==> config.mk <==
export PLATFORM = sky130hd
export DESIGN_NAME = url_percent_decoder_unit
export DESIGN_NICKNAME = d
export VERILOG_FILES = /design/src/hw/rtl/upd_pkg.sv /design/src/hw/rtl/upd_front.sv /design/src/hw/rtl/upd_job_fifo.sv /design/src/hw/rtl/upd_back.sv /design/src/hw/rtl/url_percent_decoder_unit.sv
export SDC_FILE = /design/constraint.sdc
export NUM_CORES = 1
export LEC_CHECK = 0
export ABC_AREA = 1
export ABC_CLOCK_PERIOD_IN_PS = 3400
export BUFFER_PORTS_ARGS = -buffer_cell sky130_fd_sc_hd__buf_2
export CAP_MARGIN = 20
export CORE_MARGIN = 4
export CORE_UTILIZATION = 35
export CTS_BUF_LIST = sky130_fd_sc_hd__clkbuf_8
export DETAILED_ROUTE_END_ITERATION = 10
export PLACE_DENSITY_LB_ADDON = 0.3
export SLEW_MARGIN = 10
export SYNTH_ARGS = -nofsm -noshare
export SYNTH_HDL_FRONTEND = slang
export SYNTH_SLANG_ARGS = --single-unit
==> constraint.sdc <==
create_clock -name clk_i -period 3.4 [get_ports clk_i]
set_input_delay 0.34 -clock clk_i [delete_from_list [all_inputs] [get_ports clk_i]]
set_output_delay 0.34 -clock clk_i [all_outputs]
set_load 0.05 [all_outputs]
==> src/hw/rtl/upd_pkg.sv <==
// shared types, character codes and decode helpers for the url percent decoder
package upd_pkg;

  localparam logic [7:0] CharPlus     = 8'h2B;
  localparam logic [7:0] CharPercent  = 8'h25;
  localparam logic [7:0] CharQuestion = 8'h3F;
  localparam logic [7:0] CharSpace    = 8'h20;

  localparam int unsigned JobFifoDepthDef = 4;

  typedef struct packed {
    logic [2:0][7:0] bytes;
    logic [1:0]      cnt;
    logic            fin;
  } job_t;

  function automatic logic is_hex(input logic [7:0] c);
    is_hex = (c >= 8'h30 && c <= 8'h39) || (c >= 8'h41 && c <= 8'h46) ||
             (c >= 8'h61 && c <= 8'h66);
  endfunction

  function automatic logic [3:0] hex_val(input logic [7:0] c);
    logic [7:0] v;
    if (c >= 8'h30 && c <= 8'h39) begin
      v = c - 8'h30;
    end else if (c >= 8'h41 && c <= 8'h46) begin
      v = c - 8'h37;
    end else begin
      v = c - 8'h57;
    end
    hex_val = v[3:0];
  endfunction

  function automatic logic [7:0] plain_map(input logic [7:0] c);
    plain_map = (c == CharPlus) ? CharSpace : c;
  endfunction

endpackage

==> src/hw/rtl/upd_front.sv <==
// front end: takes encoded bytes, tracks open escapes and builds result jobs
module upd_front import upd_pkg::*; (
  input  logic       clk_i,
  input  logic       rst_ni,
  input  logic       accept_i,
  input  logic [7:0] in_byte_i,
  input  logic       in_final_i,
  output logic       job_valid_o,
  output job_t       job_o
);

  logic            open_q, open_d;
  logic            cnt_q, cnt_d;
  logic [7:0]      held_q, held_d;
  logic [2:0][7:0] res;
  logic [1:0]      n;

  always_comb begin
    res    = '0;
    n      = 2'd0;
    open_d = open_q;
    cnt_d  = cnt_q;
    held_d = held_q;
    if (!open_q) begin
      if (in_byte_i == CharPercent) begin
        open_d = 1'b1;
        cnt_d  = 1'b0;
      end else begin
        res[0] = plain_map(in_byte_i);
        n      = 2'd1;
      end
    end else if (!cnt_q) begin
      cnt_d  = 1'b1;
      held_d = in_byte_i;
    end else if (is_hex(held_q) && is_hex(in_byte_i)) begin
      res[0] = {hex_val(held_q), hex_val(in_byte_i)};
      n      = 2'd1;
      open_d = 1'b0;
      cnt_d  = 1'b0;
    end else begin
      res[0] = CharQuestion;
      n      = 2'd1;
      if (held_q == CharPercent) begin
        open_d = 1'b1;
        cnt_d  = 1'b1;
        held_d = in_byte_i;
      end else begin
        res[1] = plain_map(held_q);
        n      = 2'd2;
        if (in_byte_i == CharPercent) begin
          open_d = 1'b1;
          cnt_d  = 1'b0;
        end else begin
          res[2] = plain_map(in_byte_i);
          n      = 2'd3;
          open_d = 1'b0;
          cnt_d  = 1'b0;
        end
      end
    end
    // flush at end of string
    if (in_final_i && open_d) begin
      for (int k = 0; k < 3; k++) begin
        if (2'(k) == n) begin
          res[k] = CharQuestion;
        end
        if (cnt_d && 2'(k) == n + 2'd1) begin
          res[k] = (held_d == CharPercent) ? CharQuestion : plain_map(held_d);
        end
      end
      n      = n + (cnt_d ? 2'd2 : 2'd1);
      open_d = 1'b0;
      cnt_d  = 1'b0;
    end
  end

  always_ff @(posedge clk_i or negedge rst_ni) begin
    if (!rst_ni) begin
      open_q <= 1'b0;
      cnt_q  <= 1'b0;
    end else if (accept_i) begin
      open_q <= open_d;
      cnt_q  <= cnt_d;
    end
  end

  always_ff @(posedge clk_i) begin
    if (accept_i) begin
      held_q <= held_d;
    end
  end

  assign job_valid_o = accept_i && (n != 2'd0);
  assign job_o       = '{bytes: res, cnt: n, fin: in_final_i};

  a_job_nonempty: assert property (@(posedge clk_i) disable iff (!rst_ni)
    job_valid_o |-> job_o.cnt != 2'd0) else $error("empty job pushed");

  a_final_closes: assert property (@(posedge clk_i) disable iff (!rst_ni)
    (accept_i && in_final_i) |=> !open_q) else $error("escape left open after final byte");

  a_final_has_result: assert property (@(posedge clk_i) disable iff (!rst_ni)
    (accept_i && in_final_i) |-> job_valid_o) else $error("final byte gave no result");

endmodule

==> src/hw/rtl/upd_job_fifo.sv <==
// short job queue between front and back end
module upd_job_fifo import upd_pkg::*; #(
  parameter int unsigned Depth = JobFifoDepthDef
) (
  input  logic clk_i,
  input  logic rst_ni,
  input  logic push_i,
  input  job_t push_data_i,
  output logic full_o,
  input  logic pop_i,
  output logic valid_o,
  output job_t data_o
);

  localparam int unsigned PtrW = (Depth > 1) ? $clog2(Depth) : 1;
  localparam int unsigned CntW = $clog2(Depth + 1);

  job_t            mem_q [Depth];
  logic [PtrW-1:0] wr_ptr_q, rd_ptr_q;
  logic [CntW-1:0] count_q;
  logic            do_push, do_pop;

  function automatic logic [PtrW-1:0] ptr_next(input logic [PtrW-1:0] p);
    ptr_next = (p == PtrW'(Depth - 1)) ? '0 : p + 1'b1;
  endfunction

  assign full_o  = (count_q == CntW'(Depth));
  assign valid_o = (count_q != '0);
  assign do_push = push_i && !full_o;
  assign do_pop  = pop_i && valid_o;
  assign data_o  = mem_q[rd_ptr_q];

  always_ff @(posedge clk_i or negedge rst_ni) begin
    if (!rst_ni) begin
      wr_ptr_q <= '0;
      rd_ptr_q <= '0;
      count_q  <= '0;
    end else begin
      if (do_push) begin
        wr_ptr_q <= ptr_next(wr_ptr_q);
      end
      if (do_pop) begin
        rd_ptr_q <= ptr_next(rd_ptr_q);
      end
      if (do_push && !do_pop) begin
        count_q <= count_q + 1'b1;
      end else if (do_pop && !do_push) begin
        count_q <= count_q - 1'b1;
      end
    end
  end

  always_ff @(posedge clk_i) begin
    if (do_push) begin
      mem_q[wr_ptr_q] <= push_data_i;
    end
  end

  a_no_overflow: assert property (@(posedge clk_i) disable iff (!rst_ni)
    !(push_i && full_o)) else $error("push into full job queue");

endmodule

==> src/hw/rtl/upd_back.sv <==
// back end: unpacks jobs into single result bytes on the result ports
module upd_back import upd_pkg::*; (
  input  logic       clk_i,
  input  logic       rst_ni,
  input  logic       job_valid_i,
  input  job_t       job_i,
  output logic       job_pop_o,
  output logic       empty_o,
  input  logic       pop_i,
  output logic [7:0] out_byte_o,
  output logic       run_end_o,
  output logic       string_end_o
);

  logic [1:0]      rem_q;
  logic [2:0][7:0] bytes_q;
  logic            fin_q;
  logic            take, advance;

  assign empty_o   = (rem_q == 2'd0);
  assign take      = empty_o || (pop_i && rem_q == 2'd1);
  assign advance   = pop_i && (rem_q > 2'd1);
  assign job_pop_o = take && job_valid_i;

  always_ff @(posedge clk_i or negedge rst_ni) begin
    if (!rst_ni) begin
      rem_q <= 2'd0;
    end else if (take) begin
      rem_q <= job_valid_i ? job_i.cnt : 2'd0;
    end else if (advance) begin
      rem_q <= rem_q - 2'd1;
    end
  end

  always_ff @(posedge clk_i) begin
    if (job_pop_o) begin
      bytes_q <= job_i.bytes;
      fin_q   <= job_i.fin;
    end else if (advance) begin
      bytes_q <= {8'h00, bytes_q[2:1]};
    end
  end

  assign out_byte_o   = bytes_q[0];
  assign run_end_o    = (rem_q == 2'd1);
  assign string_end_o = (rem_q == 2'd1) && fin_q;

  a_string_end_run_end: assert property (@(posedge clk_i) disable iff (!rst_ni)
    string_end_o |-> run_end_o && !empty_o) else $error("string end off a run end");

endmodule

==> src/hw/rtl/url_percent_decoder_unit.sv <==
// top level of the url percent decoder
//
// input channel: push with in_byte_i / in_final_i; a request is taken when
// push is high and full is low. in_final_i marks the last byte of a string.
// result channel: while empty is low the oldest decoded byte is on
// out_byte_o, run_end_o and string_end_o; pop with empty low takes it.
// an input byte gives zero to three results; run_end_o flags the last one
// of a request and string_end_o the last one of a string.
// the first result of a request passes through the job queue and the
// output stage registers before it is on the result ports.
// throughput: one request per cycle while full is low; the result side
// moves one byte per cycle while pop is high, so results leave one per pop.
// the front end classifies each byte combinationally and, when it gives
// results, writes a job into a queue of JobFifoDepth entries; full rises only
// when that queue is full. when the receiver stalls the result holds and
// requests keep flowing into the queue until it fills.
// reset clears the open escape, the queue and the output stage.
module url_percent_decoder_unit import upd_pkg::*; #(
  parameter int unsigned JobFifoDepth = JobFifoDepthDef
) (
  input  logic       clk_i,
  input  logic       rst_ni,
  input  logic       push,
  output logic       full,
  input  logic [7:0] in_byte_i,
  input  logic       in_final_i,
  output logic       empty,
  input  logic       pop,
  output logic [7:0] out_byte_o,
  output logic       run_end_o,
  output logic       string_end_o
);

  logic accept;
  logic front_valid;
  job_t front_job;
  logic q_valid;
  job_t q_job;
  logic q_pop;

  assign accept = push && !full;

  upd_front u_front (
    .clk_i       (clk_i),
    .rst_ni      (rst_ni),
    .accept_i    (accept),
    .in_byte_i   (in_byte_i),
    .in_final_i  (in_final_i),
    .job_valid_o (front_valid),
    .job_o       (front_job)
  );

  upd_job_fifo #(
    .Depth (JobFifoDepth)
  ) u_fifo (
    .clk_i       (clk_i),
    .rst_ni      (rst_ni),
    .push_i      (front_valid),
    .push_data_i (front_job),
    .full_o      (full),
    .pop_i       (q_pop),
    .valid_o     (q_valid),
    .data_o      (q_job)
  );

  upd_back u_back (
    .clk_i        (clk_i),
    .rst_ni       (rst_ni),
    .job_valid_i  (q_valid),
    .job_i        (q_job),
    .job_pop_o    (q_pop),
    .empty_o      (empty),
    .pop_i        (pop),
    .out_byte_o   (out_byte_o),
    .run_end_o    (run_end_o),
    .string_end_o (string_end_o)
  );

endmodule
After elaboration in Yosys (flattened, before gate mapping)
Memory sizes are Yosys's and may differ from the RTL's. Cells that the tools add are included.

Bits of input ports: 13. Memory bits (writable): 108. Register bits after elaboration: 44. Memories: 1. Output and inout bits: 12. Logic and storage cells: 146.

$lt $le $gt $ge: 13. Eq/ne operators: 14. Reduce and logical (&&, ||, !) cells: 37. Add/subtract/negate cells: 13. Multiplexer cells: 57.

Memories: u_fifo.mem_q (depth 4, width 27, rd ports 1, clocked after Yosys merged registers in 0, write ports 1, RTL line upd_job_fifo.sv:18) `job_t mem_q [Depth];`.

Operators with widths (number): $mux W8 (17); $mux W24 (4); $eq A8 B6 Y1 const B (6); $mux W16 (3); $ge A8 B7 Y1 const B (4); $le A8 B7 Y1 const B (4); $mux W2 (11); $logic_and A1 B1 Y1 (21); $ge A8 B6 Y1 const B (2); $le A8 B6 Y1 const B (2); $mux W1 (16); $mux W4 (4); $sub A4 B3 Y4 const B (4); $reduce_bool A2 Y1 (4); $sub A4 B1 Y4 const B (2); $add A2 B1 Y2 const B (3); $logic_not A2 Y1 (3); $mux W3 (2); $logic_or A1 B1 Y1 (5); $eq A1 B2 Y1 const A (2); $eq A2 B2 Y1 const A (2); $eq A2 B2 Y1 const B (2); $add A3 B1 Y3 const B (1); $eq A3 B3 Y1 const B (1); 7 further kinds (9).

Longest topological paths before layout
Depth after elaboration: 18. Gate-level depth with buffers: 23. Gate-level depth less buffers: 23.

Hierarchy
From an unflattened synthesis, not the netlist that was laid out.

Cell total of the unflattened synthesis: 829. Area total of the unflattened synthesis: 7997.7 um^2.

By module, submodules not included: upd_job_fifo (sequential area each 3418.3 um^2, area each 4777.1 um^2, cells each 374, times used 1); upd_front (sequential area each 290.3 um^2, area each 1951.9 um^2, cells each 327, times used 1); upd_back (sequential area each 800.8 um^2, area each 1258.7 um^2, cells each 126, times used 1); url_percent_decoder_unit (sequential area each 0.0 um^2, area each 10.0 um^2, cells each 2, times used 1).

Least setup slack after synthesis
Ideal clock, no wire load.

Path type: register to register. Start: reg u_front.held_q[1]. End: mem u_fifo.mem_q[0][0] (netlist bit) (enable). Library setup time: 0.411 ns. Cell stages (with the launch flop): 17. Data arrival time: 3.128 ns. Path slack: -0.139 ns. Period minus slack after synthesis: 3.539 ns. Data required time: 2.989 ns. Buffers on the path: 0. Cells stage by stage: edfxtp_1 > inv_1 > ha_1 > nand3_1 > inv_2 > nand2_4 > nand2_4 > nand2_2 > o21ai_2 > inv_2 > ha_1 > inv_1 > nand2_1 > o21ai_1 > nand3_2 > nand2_4 > nor2_1.

Longest elaborated chain between the ends: 16. Elaborated cells on any way between the ends: 34. Those cells by class: add/sub: 1; order compare: 6; eq/ne: 1; mux: 16; reduce/logical: 10.

RTL lines: start, declared (RTL line upd_front.sv:14) `logic [7:0] held_q, held_d;`; start signal, assigned (RTL line upd_front.sv:89) `held_q <= held_d;`; $ge A8 B6 Y1 (tied with other cells) (RTL line upd_pkg.sv:18) `is_hex = (c >= 8'h30 && c <= 8'h39) || (c >= 8'h41 && c <= 8'h46) ||`; $logic_and A1 B1 Y1 (RTL line upd_pkg.sv:18); $logic_or A1 B1 Y1 (2 in a row) (RTL line upd_pkg.sv:18); $logic_and A1 B1 Y1 (RTL line upd_front.sv:35) `end else if (is_hex(held_q) && is_hex(in_byte_i)) begin`; $mux W1 (RTL line upd_front.sv:35); $mux W1 (RTL line upd_front.sv:32) `end else if (!cnt_q) begin`; $mux W1 (RTL line upd_front.sv:24) `if (!open_q) begin`; $mux W2 (RTL line upd_front.sv:71) `n = n + (cnt_d ? 2'd2 : 2'd1);`; $add A2 B2 Y2 (RTL line upd_front.sv:71); $mux W2 * (RTL line upd_front.sv:62) `if (in_final_i && open_d) begin`; $reduce_bool A2 Y1 * (RTL line upd_front.sv:93) `assign job_valid_o = accept_i && (n != 2'd0);`; $logic_and A1 B1 Y1 * (RTL line upd_front.sv:93); $logic_and A1 B1 Y1 * (RTL line upd_job_fifo.sv:29) `assign do_push = push_i && !full_o;`; $mux W1 * (RTL line upd_job_fifo.sv:54) `if (do_push) begin`; $mux W1 (not written as such) * (RTL line upd_job_fifo.sv:55) `mem_q[wr_ptr_q] <= push_data_i;`; end, declared (RTL line upd_job_fifo.sv:18).

Every way passes the cells marked *; elsewhere a longest branch is shown, timed or not.

Worst setup path in the final report
Start: reg u_front.held_q[1]. End: reg u_fifo.count_q[1].

Longest elaborated chain between the ends: 17. Elaborated cells on any way between the ends: 37. Those cells by class: add/sub: 1; order compare: 6; eq/ne: 1; mux: 15; reduce/logical: 14.

RTL lines: $ge A8 B6 Y1 (tied with other cells) (RTL line upd_pkg.sv:18); $logic_and A1 B1 Y1 (RTL line upd_pkg.sv:18); $logic_or A1 B1 Y1 (2 in a row) (RTL line upd_pkg.sv:18); $logic_and A1 B1 Y1 (RTL line upd_front.sv:35); $mux W1 (RTL line upd_front.sv:35); $mux W1 (RTL line upd_front.sv:32); $mux W1 (RTL line upd_front.sv:24); $mux W2 (RTL line upd_front.sv:71); $add A2 B2 Y2 (RTL line upd_front.sv:71); $mux W2 * (RTL line upd_front.sv:62); $reduce_bool A2 Y1 * (RTL line upd_front.sv:93); $logic_and A1 B1 Y1 * (RTL line upd_front.sv:93); $logic_and A1 B1 Y1 * (RTL line upd_job_fifo.sv:29); via u_fifo.do_push (RTL line upd_job_fifo.sv:21) `logic do_push, do_pop;`; $logic_not A1 Y1 (RTL line upd_job_fifo.sv:47) `end else if (do_pop && !do_push) begin`; $logic_and A1 B1 Y1 (RTL line upd_job_fifo.sv:47); $reduce_bool A2 Y1 (no source line); end signal, assigned (RTL line upd_job_fifo.sv:46) `count_q <= count_q + 1'b1;`; end signal, assigned (RTL line upd_job_fifo.sv:48) `count_q <= count_q - 1'b1;`; end, declared (RTL line upd_job_fifo.sv:20) `logic [CntW-1:0] count_q;`.

The timed path passes the listed nets; every way through them passes the cells marked *. A chain may end at the register's enable or synchronous reset.

==> summary.md <==
| Metric | Value |
|---|---|
| Status | `complete, no violations` |
| Top FF cell, synth | `edfxtp_1` |
| Post-Syn Instances | `715` |
| Vias | `5159` |
| Syn_nets | `746` |
| Clk_lat worst skew | `450 ps` |
| HP Class | `input pin to register` |
| RSZ-0062 raised after global routing | `no` |
| First-pass GRT wire length | `27100 µm` |
| GPL Wtd Cong | `0.948` |
| Initial Util | `0.359` |
| Maxcap violations | `0` |
| Hold_ws | `172 ps` |
| Clock sinks | `152` |
| WP data required | `3730 ps` |
| Ant diodes | `0` |
| Post-synth EDFFs | `141` |
| Via-to-Cell Ratio | `4.97` |
| Largest net degree at the start of global routing | `57` |
| WL final | `17100 µm` |
| Hold Vio Cnt, Final | `0` |
| DR WL/cell | `16.5 µm` |
| Drt initial violations | `461` |
| Worst-case clock buffer depth | `2` |
| Crit Path Class | `register to register` |
| Drc violations | `0` |
| Worst rel slew slack | `0.522` |
| Nets | `787` |
| Xor/xnor share of the synthesized area | `0.00478` |
| Syn Area/Cell | `10.2 µm²` |
| Final std cells w/o fill | `1039` |
| Die Y | `153 µm` |
| Yosys warns | `0` |
| Crit start category | `register` |
| Initial antenna violation count | `0` |
| Post-route ant nets | `0` |
| Synth Area in Compound Gates | `0.110` |
| Slowest cell on crit path | `edfxtp_1` |
| Layout fillers | `2017` |
| Grt total ovfl | `0` |
| Final Skew | `12.0 ps` |
| CTS Buf Count | `17` |
| Post-DP HPWL | `11200 µm` |
| Fmax | `0.316 GHz` |
| DIE AREA | `23300 µm²` |
| CP arrival | `3490 ps` |
| H-tree Lvls | `4` |
| CP top delay family | `adder cells` |
| Tmin final | `3160 ps` |
| Synth Area in Simple Gates | `0.184` |
| Mux contribution to synthesized area | `0.00154` |
| Largest family of logic cells by synthesized area | `simple AND/OR/NAND/NOR gates` |
| Cells after DPL | `1002` |
| Root Buffer | `clkbuf_8` |
| Largest fanout on the critical path | `7` |
| Cell Area, Synth | `7330 µm²` |
| Max VDD drop | `0.000382 V` |
| Tcrit/Tclk final | `0.930` |
| CP Capture Type | `register` |
| Post-Synth Adder-Cell Area | `0.0318` |
| Post-synthesis register bit count | `152` |
| Core area | `20400 µm²` |
| Max-slew violation count | `0` |
| Cell Rows | `52` |
| Leakage | `3.26 nW` |
| Critical Path, Cell by Cell | `inv_1 -> ha_2 -> nand3_2 -> inv_2 -> nand2_4 -> nand2_4 -> nand2_2 -> o21ai_2 -> inv_2 -> ha_1 -> inv_1 -> nand2_1 -> o21ai_1 -> nand3_2 -> nand2_4 -> inv_1 -> ha_1 -> inv_1 -> fa_1 -> mux2_2` |
| Share of the yosys chip area belonging to registers | `0.615` |
| I/O pins | `25` |
| Critical path's largest stage delay | `390 ps` |
| Layout cell share with drive strength beyond 1 | `0.172` |
| Router iterations before antenna repair | `6` |
| Crit-path most repeated cell | `inv_1` |
| CTS tree | `built` |
| Async S/R FF share, synth | `0.0724` |
| Vias in the first global route | `4917` |
| Critical path buffer and inverter count | `6` |
| Cell variety after synth | `43` |
| GRT Overall Usage | `0.149` |
| Die W | `153 µm` |
| Syn-to-layout area delta | `14.2%` |
| Power per cell area | `833 nW/µm²` |
| Count of input and output buffers | `24` |
| Endpoints failing setup | `0` |
| Clock slew at reported path FFs | `90 ps` |
| Worst Max-Slew Pin Slew | `717 ps` |
## final timing paths
path / to / from / slack (ps) / cells past startpoint
min reg2reg: u_fifo.wr_ptr_q[1]$_DFFE_PN0P_ / u_fifo.wr_ptr_q[1]$_DFFE_PN0P_ / 550 / 2
max reg2reg: u_fifo.count_q[1]$_DFFE_PN0P_ / u_front.held_q[1]$_DFFE_PP_ / 240 / 20
max: u_fifo.count_q[1]$_DFFE_PN0P_ / u_front.held_q[1]$_DFFE_PP_ / 240 / 20
max in group asynchronous: u_fifo.count_q[2]$_DFFE_PN0P_ / rst_ni / 2860 / 2
min: u_fifo.mem_q[1][0]$_DFFE_PP_ / in_final_i / 170 / 1
min in group asynchronous: u_front.cnt_q$_DFFE_PN0P_ / rst_ni / 310 / 2
## registers in the layout, indices dropped and copies added, names as in the netlist
| register | flops |
|---|---|
| u_back.bytes_q | 16 |
| u_fifo.count_q | 3 |
| u_fifo.wr_ptr_q | 2 |
| u_front.open_q | 1 |
| u_back.fin_q | 1 |
| u_back.rem_q | 2 |
| u_fifo.mem_q | 108 |
| u_fifo.rd_ptr_q | 2 |
| u_front.cnt_q | 1 |
| u_back.out_byte_o | 8 |
| u_front.held_q | 8 |
## Yosys cell counts, drive strengths merged (2+ instances only)
cell type / instances / share of area
edfxtp: 141 / 0.58
a211oi: 2 / 0.0027
clkinv: 2 / 0.0010
a31oi: 17 / 0.015
o21ai: 79 / 0.056
xor2: 3 / 0.0036
buf: 11 / 0.011
o2111ai: 2 / 0.0024
dfrtp: 11 / 0.038
nor3: 4 / 0.0034
nand3: 35 / 0.027
ha: 17 / 0.029
inv: 58 / 0.030
nand2: 108 / 0.065
o31ai: 2 / 0.0020
nand4: 8 / 0.0068
clkbuf: 22 / 0.011
o22ai: 12 / 0.010
o221ai: 2 / 0.0024
nor2: 149 / 0.081
a21oi: 23 / 0.016
## cell usage in the layout (no fill, tap or decap), drive strengths merged, types with 3 or more instances in the layout
cell      instances
o21ai            79
clkbuf           17
clkinvlp          3
nand3            35
nand2           108
ha               17
nor2            149
o22ai            12
a31oi            17
buf              54
inv              63
nor3              4
nand4             8
edfxtp          141
dfrtp            11
a21oi            23
xor2              3
clkinv            5
bufinv            4
## stage by stage
| stage | TNS (ps) | worst slack [ps] | util | total power, mW | area [µm²] |
|---|---|---|---|---|---|
| 2_1_floorplan | -15010 | -139 | - | 4.80 | 7330 |
| 3_3_place_gp | 0 | 170 | 0.386 | 5.52 | 7890 |
| 3_5_place_dp | 0 | 86.5 | 0.386 | 5.55 | 7890 |
| 4_1_cts | 0 | 156 | 0.408 | 7.04 | 8330 |
| 5_1_grt | 0 | 13.7 | 0.409 | 7.47 | 8370 |
| 6_report | 0 | 238 | 0.409 | 6.97 | 8370 |
## power by group
group / switching (mW) / internal [mW] / total [mW]
combinational: 1.83 / 0.771 / 2.60
sequential: 0.171 / 2.72 / 2.89
clock: 0.680 / 0.802 / 1.48
## layout make-up
cell class | instances | area [µm²] | share of cell area
clock buffers | 17 | 234 | 0.0280
clock inverters | 15 | 199 | 0.0238
repair buffers | 55 | 405 | 0.0485
flip-flops and latches | 152 | 4510 | 0.539
multi-input cells | 470 | 2450 | 0.293
inverters | 60 | 225 | 0.0269
well taps | 270 | 338 | 0.0404
## worst reg2reg max path, stage by stage, from the launching register on
cell	delay [ps]
edfxtp_1	390
inv_1	90
ha_2	190
nand3_2	100
inv_2	110
nand2_4	60
nand2_4	60
nand2_2	70
o21ai_2	110
inv_2	90
ha_1	270
inv_1	60
nand2_1	50
o21ai_1	130
nand3_2	140
nand2_4	130
inv_1	50
ha_1	170
inv_1	110
fa_1	390
mux2_2	270
## metal layers
layer  up-vias  global-route usage  routed length [µm]
met1      2423               0.198                7850
met5         -                   0                   0
li1       2560                   -                   -
met3        29              0.0318                 919
met4         0              0.0518                 297
met2       147               0.243                8020
## what timing repair did
action,4_1_cts,5_1_grt
hold buffers,1,0
endpoints found under the setup margin,0,2
buffers inserted,0,4
gates resized for setup,0,3
hold endpoints to repair,11,0
## logic make-up (layout without fill, tap and decap cells)
logic type	count (synthesis)	after routing
xor+xnor	4	4
compound gates	142	142
flops	152	152
simple gates	305	305
fa+ha+maj	18	18
mux	1	1
buf+inv	93	147
(Power assumes the default switching activity.)
